File: src/hdl/caf_pkg.sv
`default_nettype none

package caf_pkg;

	localparam int OpWidth   = 5;
	localparam int WordWidth = 16;
	localparam int ByteWidth = 8;
	localparam int BitWidth  = 3;
	localparam int FlagWidth = 4;

	typedef logic [OpWidth-1:0]   op_t;
	typedef logic [WordWidth-1:0] word_t;
	typedef logic [ByteWidth-1:0] byte_t;
	typedef logic [FlagWidth-1:0] flags_t;

	localparam op_t OP_ADD   = 5'd0;
	localparam op_t OP_ADC   = 5'd1;
	localparam op_t OP_SUB   = 5'd2;
	localparam op_t OP_SBC   = 5'd3;
	localparam op_t OP_AND   = 5'd4;
	localparam op_t OP_XOR   = 5'd5;
	localparam op_t OP_OR    = 5'd6;
	localparam op_t OP_CP    = 5'd7;
	localparam op_t OP_INC   = 5'd8;
	localparam op_t OP_DEC   = 5'd9;
	localparam op_t OP_DAA   = 5'd10;
	localparam op_t OP_CPL   = 5'd11;
	localparam op_t OP_SCF   = 5'd12;
	localparam op_t OP_CCF   = 5'd13;
	localparam op_t OP_RLCA  = 5'd14;
	localparam op_t OP_RRCA  = 5'd15;
	localparam op_t OP_RLA   = 5'd16;
	localparam op_t OP_RRA   = 5'd17;
	localparam op_t OP_RLC   = 5'd18;
	localparam op_t OP_RRC   = 5'd19;
	localparam op_t OP_RL    = 5'd20;
	localparam op_t OP_RR    = 5'd21;
	localparam op_t OP_SLA   = 5'd22;
	localparam op_t OP_SRA   = 5'd23;
	localparam op_t OP_SWAP  = 5'd24;
	localparam op_t OP_SRL   = 5'd25;
	localparam op_t OP_BIT   = 5'd26;
	localparam op_t OP_RES   = 5'd27;
	localparam op_t OP_SET   = 5'd28;
	localparam op_t OP_ADD16 = 5'd29;
	localparam op_t OP_ADDSP = 5'd30;
	localparam op_t OP_NOP   = 5'd31;

	localparam int FlagZ = 3;
	localparam int FlagN = 2;
	localparam int FlagH = 1;
	localparam int FlagC = 0;

endpackage

`default_nettype wire

File: src/hdl/cpu_alu_with_flags.sv
// Eight-bit CPU arithmetic unit with Z, N, H and C flags, plus the 16-bit HL and stack-pointer
// adds. An operation is taken on every clock edge at which start is high; busy never rises, so
// one transfer per cycle is sustained. The operands go into an input register, the arithmetic
// runs in a single combinational pass, and the outcome lands in a result register: done rises
// at the clock edge after the one that takes the operation and stays high for exactly one
// cycle, with result_value, flags_out and writes_result valid alongside it. The receiver cannot
// stall the unit and must take each result in the cycle in which done is high.

`default_nettype none

module cpu_alu_with_flags
	import caf_pkg::*;
(
	input  wire logic                 clk,
	input  wire logic                 arst_n,
	input  wire logic                 start,
	output logic                      busy,
	input  wire logic [OpWidth-1:0]   operation,
	input  wire logic [WordWidth-1:0] first_operand,
	input  wire logic [WordWidth-1:0] second_operand,
	input  wire logic [BitWidth-1:0]  bit_number,
	input  wire logic [FlagWidth-1:0] flags_in,
	output logic                      done,
	output logic [WordWidth-1:0]      result_value,
	output logic [FlagWidth-1:0]      flags_out,
	output logic                      writes_result
);

	logic                 valid_s1;
	op_t                  op_s1;
	word_t                x_s1;
	word_t                y_s1;
	logic [BitWidth-1:0]  bn_s1;
	flags_t               f_s1;

	logic                 valid_s2;
	word_t                result_s2;
	flags_t               flags_s2;
	logic                 wr_s2;

	word_t                res_c;
	flags_t               flg_c;
	logic                 wr_c;

	assign busy = 1'b0;

	always_ff @(posedge clk or negedge arst_n) begin
		if (!arst_n) begin
			valid_s1 <= 1'b0;
			valid_s2 <= 1'b0;
		end else begin
			valid_s1 <= start;
			valid_s2 <= valid_s1;
		end
	end

	always_ff @(posedge clk) begin
		if (start) begin
			op_s1 <= operation;
			x_s1  <= first_operand;
			y_s1  <= second_operand;
			bn_s1 <= bit_number;
			f_s1  <= flags_in;
		end
		if (valid_s1) begin
			result_s2 <= res_c;
			flags_s2  <= flg_c;
			wr_s2     <= wr_c;
		end
	end

	always_comb begin
		byte_t        a;
		byte_t        b;
		byte_t        r;
		logic         cin;
		logic         t;
		logic [8:0]   sum9;
		logic [4:0]   nib5;
		logic [8:0]   dif9;
		logic [4:0]   nibd5;
		byte_t        corr;
		logic         dc;
		logic [16:0]  sum17;
		logic [12:0]  sum13;
		word_t        ext;
		byte_t        mask;

		a     = x_s1[ByteWidth-1:0];
		b     = y_s1[ByteWidth-1:0];
		cin   = f_s1[FlagC];
		t     = ((op_s1 == OP_ADC) || (op_s1 == OP_SBC)) ? cin : 1'b0;
		sum9  = {1'b0, a} + {1'b0, b} + {8'd0, t};
		nib5  = {1'b0, a[3:0]} + {1'b0, b[3:0]} + {4'd0, t};
		dif9  = {1'b0, a} - {1'b0, b} - {8'd0, t};
		nibd5 = {1'b0, a[3:0]} - {1'b0, b[3:0]} - {4'd0, t};
		mask  = byte_t'(8'd1 << bn_s1);

		corr = 8'h00;
		dc   = 1'b0;
		if (f_s1[FlagH] || (!f_s1[FlagN] && (a[3:0] > 4'd9))) begin
			corr = 8'h06;
		end
		if (cin || (!f_s1[FlagN] && (a > 8'h99))) begin
			corr = corr | 8'h60;
			dc   = 1'b1;
		end

		sum17 = {1'b0, x_s1} + {1'b0, y_s1};
		sum13 = {1'b0, x_s1[11:0]} + {1'b0, y_s1[11:0]};
		ext   = {{ByteWidth{b[7]}}, b};

		r     = a;
		res_c = word_t'(a);
		flg_c = f_s1;
		wr_c  = 1'b1;

		case (op_s1) inside
			OP_ADD, OP_ADC: begin
				r     = sum9[7:0];
				flg_c = {r == 8'h00, 1'b0, nib5[4], sum9[8]};
			end
			OP_SUB, OP_SBC, OP_CP: begin
				r     = dif9[7:0];
				flg_c = {r == 8'h00, 1'b1, nibd5[4], dif9[8]};
				if (op_s1 == OP_CP) begin
					r    = a;
					wr_c = 1'b0;
				end
			end
			OP_AND: begin
				r     = a & b;
				flg_c = {r == 8'h00, 1'b0, 1'b1, 1'b0};
			end
			OP_XOR: begin
				r     = a ^ b;
				flg_c = {r == 8'h00, 3'b000};
			end
			OP_OR: begin
				r     = a | b;
				flg_c = {r == 8'h00, 3'b000};
			end
			OP_INC: begin
				r     = a + 8'd1;
				flg_c = {r == 8'h00, 1'b0, a[3:0] == 4'hF, cin};
			end
			OP_DEC: begin
				r     = a - 8'd1;
				flg_c = {r == 8'h00, 1'b1, a[3:0] == 4'h0, cin};
			end
			OP_DAA: begin
				r     = f_s1[FlagN] ? (a - corr) : (a + corr);
				flg_c = {r == 8'h00, f_s1[FlagN], 1'b0, dc};
			end
			OP_CPL: begin
				r     = ~a;
				flg_c = {f_s1[FlagZ], 1'b1, 1'b1, cin};
			end
			OP_SCF: flg_c = {f_s1[FlagZ], 3'b001};
			OP_CCF: flg_c = {f_s1[FlagZ], 2'b00, ~cin};
			OP_RLCA: begin
				r     = {a[6:0], a[7]};
				flg_c = {3'b000, a[7]};
			end
			OP_RRCA: begin
				r     = {a[0], a[7:1]};
				flg_c = {3'b000, a[0]};
			end
			OP_RLA: begin
				r     = {a[6:0], cin};
				flg_c = {3'b000, a[7]};
			end
			OP_RRA: begin
				r     = {cin, a[7:1]};
				flg_c = {3'b000, a[0]};
			end
			OP_RLC: begin
				r     = {a[6:0], a[7]};
				flg_c = {r == 8'h00, 2'b00, a[7]};
			end
			OP_RRC: begin
				r     = {a[0], a[7:1]};
				flg_c = {r == 8'h00, 2'b00, a[0]};
			end
			OP_RL: begin
				r     = {a[6:0], cin};
				flg_c = {r == 8'h00, 2'b00, a[7]};
			end
			OP_RR: begin
				r     = {cin, a[7:1]};
				flg_c = {r == 8'h00, 2'b00, a[0]};
			end
			OP_SLA: begin
				r     = {a[6:0], 1'b0};
				flg_c = {r == 8'h00, 2'b00, a[7]};
			end
			OP_SRA: begin
				r     = {a[7], a[7:1]};
				flg_c = {r == 8'h00, 2'b00, a[0]};
			end
			OP_SWAP: begin
				r     = {a[3:0], a[7:4]};
				flg_c = {r == 8'h00, 3'b000};
			end
			OP_SRL: begin
				r     = {1'b0, a[7:1]};
				flg_c = {r == 8'h00, 2'b00, a[0]};
			end
			OP_BIT: begin
				flg_c = {(a & mask) == 8'h00, 1'b0, 1'b1, cin};
				wr_c  = 1'b0;
			end
			OP_RES: r = a & ~mask;
			OP_SET: r = a | mask;
			default: ;
		endcase

		res_c = word_t'(r);

		case (op_s1)
			OP_ADD16: begin
				res_c = sum17[WordWidth-1:0];
				flg_c = {f_s1[FlagZ], 1'b0, sum13[12], sum17[16]};
			end
			OP_ADDSP: begin
				res_c = x_s1 + ext;
				flg_c = {2'b00,
					({1'b0, x_s1[3:0]} + {1'b0, b[3:0]}) > 5'h0F,
					({1'b0, x_s1[7:0]} + {1'b0, b}) > 9'h0FF};
			end
			OP_NOP: begin
				res_c = x_s1;
				wr_c  = 1'b0;
			end
			default: ;
		endcase
	end

	assign done          = valid_s2;
	assign result_value  = result_s2;
	assign flags_out     = flags_s2;
	assign writes_result = wr_s2;

endmodule

`default_nettype wire
File: config.mk
export PLATFORM = sky130hd
export DESIGN_NAME = cpu_alu_with_flags
export DESIGN_NICKNAME = d
export VERILOG_FILES = /design/src/hdl/caf_pkg.sv /design/src/hdl/cpu_alu_with_flags.sv
export SDC_FILE = /design/constraint.sdc
export NUM_CORES = 1
export LEC_CHECK = 0
export BUFFER_PORTS_ARGS = -buffer_cell sky130_fd_sc_hd__buf_2
export CAP_MARGIN = 20
export CELL_PAD_IN_SITES_DETAIL_PLACEMENT = 0
export CELL_PAD_IN_SITES_GLOBAL_PLACEMENT = 1
export CORE_MARGIN = 2
export CORE_UTILIZATION = 40
export DETAILED_ROUTE_END_ITERATION = 16
export HOLD_SLACK_MARGIN = 0.03
export PLACE_DENSITY_LB_ADDON = 0.1
export RECOVER_POWER = 100
export SYNTH_ARGS = -nofsm -noshare
export SYNTH_HDL_FRONTEND = slang
export SYNTH_SLANG_ARGS = --single-unit
File: constraint.sdc
create_clock -name clk -period 3.4 [get_ports clk]
set_input_delay 0.17 -clock clk [delete_from_list [all_inputs] [get_ports clk]]
set_output_delay 0.17 -clock clk [all_outputs]
set_load 0.01 [all_outputs]
# [Word-level counts from Yosys, hierarchy flattened]
# Index checks and enable logic that the tools add are counted.
[word_totals] reg_bits=67 latchBits=0 mem_bits_rw=0 rom_bits=0 inputBits=47 out_inout_bits=23 wordCells=181 memories=0
[classes] n_addsub=15 mul=0 n_div=0 order_cmp=4 eq_ne=32 n_shift=1 mux=83 bitwise=9 reduce_logical=27
[ops] op="two-way mux 8 bit" count=28
[ops] op="logical NOT 8 bit" count=15
[ops] op="two-way mux 4 bit" count=24
[ops] op="== test 5 bit (second input constant)" count=16
[ops] op="case mux 16 bit (3 select lines)" count=1
[ops] op="== test 5 x 4 -> 1 bit (second input constant)" count=8
[ops] op="two-way mux 1 bit" count=27
[ops] op="AND 8 bit" count=3
[ops] op="== test 5 x 3 -> 1 bit (second input constant)" count=4
[ops] op="adder 16 x 16 -> 17 bit" count=1
[ops] op="adder 16 bit" count=1
[ops] op="inverter 8 bit" count=2
[ops] op="bitwise OR 8 bit" count=2
[ops] op="logical NOT 7 bit" count=2
[ops] op="adder 12 x 12 -> 13 bit" count=1
[ops] op="== test 5 x 2 -> 1 bit (second input constant)" count=2
[ops] op="adder 8 x 8 -> 9 bit" count=1
[ops] op="adder 9 x 1 -> 9 bit" count=1
[ops] op="> comparator 9 x 8 -> 1 bit (second input constant)" count=1
[ops] op="subtractor 8 x 8 -> 9 bit" count=1
[ops] op="subtractor 9 x 1 -> 9 bit" count=1
[ops] op="adder 8 x 1 -> 8 bit (second input constant)" count=1
[ops] op="adder 8 x 7 -> 8 bit" count=1
[ops] op="> comparator 8 bit (second input constant)" count=1
[ops] op="other kinds (23)" count=26

# [Logic depth before layout (Yosys ltp)]
[depth] depth_word=29 ltp_mapped=17 ltp_nobuf=16

# [Worst setup path after synthesis]
# Ideal clock, no wire load.
[synth_path] kind="register to register" start="reg op_s1[2]" end="reg flags_s2[0], in the netlist flags_out[0] (data pin)" setup_time_ns=0.277 arrival_time_ns=3.501 t_required_ns=3.123 setup_slack_ns=-0.378 path_stages_with_launch=16 path_buffers=3 synth_period_minus_slack_ns=3.778 path_cell_list="edfxtp_1 buf_4 clkbuf_1 clkbuf_1 or4_1 fa_1 inv_1 fa_1 nand2b_1 a21oi_1 o21bai_1 a21oi_1 o21ai_0 xnor2_1 a2111oi_0 a2111oi_1"
[synth_between] elab_chain_cells=25 elab_cells_between_ends=58 classes_between="add/sub: 2; eq/ne: 27; mux: 25; reduce/logical: 4"
[synth_rtl] item="start, declared" line_no="cpu_alu_with_flags.sv:30" text="op_t op_s1;"
[synth_rtl] item="start signal, assigned" line_no="cpu_alu_with_flags.sv:59" text="op_s1 <= operation;"
[synth_rtl] item="== test 5 bit (no source line)"
[synth_rtl] item="two-way mux 4 bit (23 in a row)" line_no="cpu_alu_with_flags.sv:118" text="case (op_s1) inside"
[synth_rtl] item="case mux 4 bit (2 select lines) (*)" line_no="cpu_alu_with_flags.sv:220" text="case (op_s1)"
[synth_rtl] item="net flg_c[0]" line_no="cpu_alu_with_flags.sv:42" text="flags_t flg_c;"
[synth_rtl] item="end signal, assigned" line_no="cpu_alu_with_flags.sv:67" text="flags_s2 <= flg_c;"
[synth_rtl] item="end, declared" line_no="cpu_alu_with_flags.sv:38" text="flags_t flags_s2;"
# The timed path passes the listed nets; every way through them passes the cells marked *.
# A chain may end at the register's enable or synchronous reset.

# [Worst setup path after layout]
[layout_path] start="reg op_s1[4]" end="reg flags_s2[3], in the netlist flags_out[3] (data pin)"
[layout_between] elab_chain_cells=26 elab_cells_between_ends=62 classes_between="add/sub: 2; eq/ne: 28; mux: 26; reduce/logical: 6"
[layout_rtl] item="== test 5 bit (no source line)"
[layout_rtl] item="two-way mux 4 bit (24 in a row)" line_no="cpu_alu_with_flags.sv:118"
[layout_rtl] item="case mux 4 bit (2 select lines) (*)" line_no="cpu_alu_with_flags.sv:220"
[layout_rtl] item="net flg_c[3]" line_no="cpu_alu_with_flags.sv:42"
# Marks and branches as above.

==> flow_summary.toml <==
[route]
antenna_left = 0
drt_wl_total_um = 34380
dr.pass1.iters = 6
drcViolationCount = 0
wire_per_inst_um = 23.82
num_vias = 9035
avgViaCountPerCell = 6.261
first_iter_violations = 1377

[sta]
tightest_slew_ps = 2424
fmax_mhz = 293.8
setup_viol = 2
rsz0062_at_grt = "yes"
holdWs_ps = 141.2
report.final.slew_viol_count = 46
fin_ws_ps = -4.041
hold_viol = 0
fin_skew_ps = 18.95
fin_crit_sh_pct = 100.1
period_minus_slack_ps = 3404
slew_headroom_pct = -61.59

[global_route]
grt_start_max_net_pins = 78
antenna_found_initial = 0
grt_usage_pct = 32.07
grt_pass1_wl_um = 51980
grt-ovfl-total = 0
grt_pass1_vias = 8618

[clock_network]
h-tree-depth = 3
cts.clk_slew.worst_paths_ps = 70
clock_sinks = 67
numCtsBuffers = 9
clock_latency_ps = 350
cts_buffer_depth = 2
root_buffer = "clkbuf_16"
cts_tree = "done"

[synth]
async_flop_share_pct = 2.985
yosysTopAreaCellShare_pct = 24.58
yosys.area.top_type = "edfxtp_1"
synth_edf_count = 65
synth-seq-area-share_pct = 25.21
synth_seq_cells = 67
synth_ff_type = "edfxtp_1"
synth_area_leaders = "edfxtp_1, ha_1, a21oi_1, o21ai_0, nor2_1"
yosysWarningCount = 0
ys_types = 99
synthCells = 987
avgSynthCellArea_um2 = 8.046
synth_nets = 1097
syn-cell-area_um2 = 7941

[power_and_ir_drop]
power.total_mw = 3.983
power_frac_seq_pct = 27.0
cellPowerDensity_nw_per_um2 = 393.0
clockPowerShare_pct = 23.5
ir_drop_v = 0.0002537
switching_share_pct = 41.68
combPwrFrac_pct = 49.5
power.leakage_nw = 3.944
p_switching_mw = 1.660
power.internal_mw = 2.323

[status]
violations = "capacitance limit, slew limit, setup timing"
outcome = "finished, violations left"

[die]
io_pins = 70
fp.dieW_um = 144.9
die_y_um = 144.9
rows = 51
dieArea_um2 = 21000
initial_core_util_pct = 40.80
core_um2 = 19460

[setup_path]
path_max_fanout = 3
critPathCaptureType = "flip-flop"
critPathArrivalTime_ps = 3500
start_kind = "flip-flop"
critPathKind = "reg -> reg"
critical_path_required_ps = 3500

[cells_and_area]
final_common_cell = "buf_4"
mostFrequentLayoutCells = "buf_4, a21oi_1, nor2_1, nand2_1, o21ai_0"
n_antenna_cell = 0
nNetsFinal = 1283
syn_to_final_growth_pct = 27.60
drive_gt1_share_pct = 21.56

[placed_design]
io_buffers = 68
dp_hpwl_um = 24830
place_congestion = 1.020

[flow_run]
max-cap-violations = 1

[hold_path]
min_path_type = "in -> async"
routing by layer:
| layer | vias to the layer above | share of wire, % | GRT usage, % |
|---|---|---|---|
| met4 | 0 | 3.7 | 12.43 |
| met3 | 86 | 11 | 8.836 |
| li1 | 4129 | - | - |
| met1 | 4265 | 42 | 44.08 |
| met2 | 555 | 43 | 47.79 |
| met5 | - | 0 | 0 |
logic make-up (layout without fill, tap and decap cells):
group | after synthesis | after routing | share of synthesized area [%]
AO/OA/AOI/OAI | 369 | 369 | 31.39
XOR/XNOR | 52 | 52 | 5.735
adder cells (fa/ha/maj) | 63 | 63 | 10.21
buffers and inverters | 110 | 301 | 6.475
flip-flops | 67 | 67 | 25.21
multiplexers | 7 | 7 | 0.9138
other | 1 | 1 | 0.04722
AND/OR/NAND/NOR | 318 | 318 | 20.03
cell usage after synthesis, drive strengths merged (4+ instances only):
cell type   n
o32ai       7
a221oi     11
o21bai      5
nand2      77
a22oi      15
or3         6
a31oi      18
clkbuf     23
a21o       12
nand2b     15
o41ai       6
edfxtp     65
a2111oi     5
o31ai       7
nor2b       8
nor2       88
o21a        5
buf        46
o22ai      24
a211oi     14
or2         5
nand4      10
nor3       42
a32oi       6
xor2       19
a21oi      94
nor4        5
and2        6
xnor2      33
o221ai      5
o211ai      6
and3        4
ha         60
o311ai      6
o21ai      85
mux2i       5
nand3      35
inv        38
critical path: stages, from the launching register on:
cell and delay [ps]:
edfxtp_1 390, or4_4 620, fa_1 570, inv_1 60
ha_2 160, o21ai_1 110, nand2_1 110, a21oi_2 150
o21bai_1 100, a31oi_1 180, xnor2_1 190, nor4_2 100
a311oi_2 320, o21ai_1 110
power groups by stage:
| stage | Clock (mW) | Combinational, mW | Sequential [mW] |
|---|---|---|---|
| 2_1_floorplan | 0 | 1.13 | 1.09 |
| 3_3_place_gp | 0 | 1.82 | 1.09 |
| 3_5_place_dp | 0 | 1.80 | 1.09 |
| 6_report | 0.935 | 1.97 | 1.08 |
| 5_1_grt | 0.979 | 2.11 | 1.08 |
| 4_1_cts | 0.949 | 1.88 | 1.07 |
what timing repair did:
action / in CTS / in global routing
hold endpoints to repair: 46 / 0
buffers inserted: 4 / 6
pin swaps: 12 / 21
endpoints found under the setup margin: 1 / 12
resized for setup: 5 / 31
hold buffers: 45 / 0
per-stage QoR:
stage | util (%) | setup WS (ps) | instances | area, um^2 | TNS [ps]
CTS | 51.40 | -30.84 | 1437 | 10000 | -30.84
global route | 52.07 | -142.6 | 1443 | 10130 | -803.8
floorplan | - | -111.5 | 987 | 8010 | -410.0
detailed placement | 47.41 | -174.1 | 1372 | 9228 | -174.1
global placement | 47.41 | -133.6 | 1372 | 9228 | -133.6
finish | 52.07 | -4.041 | 1443 | 10130 | -5.429
worst paths after layout:
| check | start | end | slack (ps) | cells after the start |
|---|---|---|---|---|
| max in group asynchronous | arst_n | done | 3130 | 2 |
| setup / recovery | op_s1[4] | flags_out[3] | -4 | 13 |
| min in group clk | first_operand[13] | x_s1[13] | 520 | 2 |
| hold / removal | arst_n | valid_s1 | 140 | 2 |
| setup reg to reg | op_s1[4] | flags_out[3] | -4 | 13 |
| hold reg to reg | x_s1[12] | result_value[12] | 650 | 1 |
state kept, by name (all words and copies together), names as in the netlist:
name and count:
result_value 16, x_s1 16, y_s1 16, op_s1 5
f_s1 4, flags_out 4, bn_s1 3, done 1
valid_s1 1, writes_result 1
layout make-up:
cell class | instances | area (um^2)
Sequential cell | 67 | 2002
Timing Repair Buffer | 244 | 1789
Clock inverter | 5 | 37.54
Inverter | 41 | 155.1
Fill cell | 1865 | 9329
Clock buffer | 11 | 232.7
Tap cell | 265 | 331.6
Multi-Input combinational cell | 810 | 5585
(Power assumes the default switching activity.)
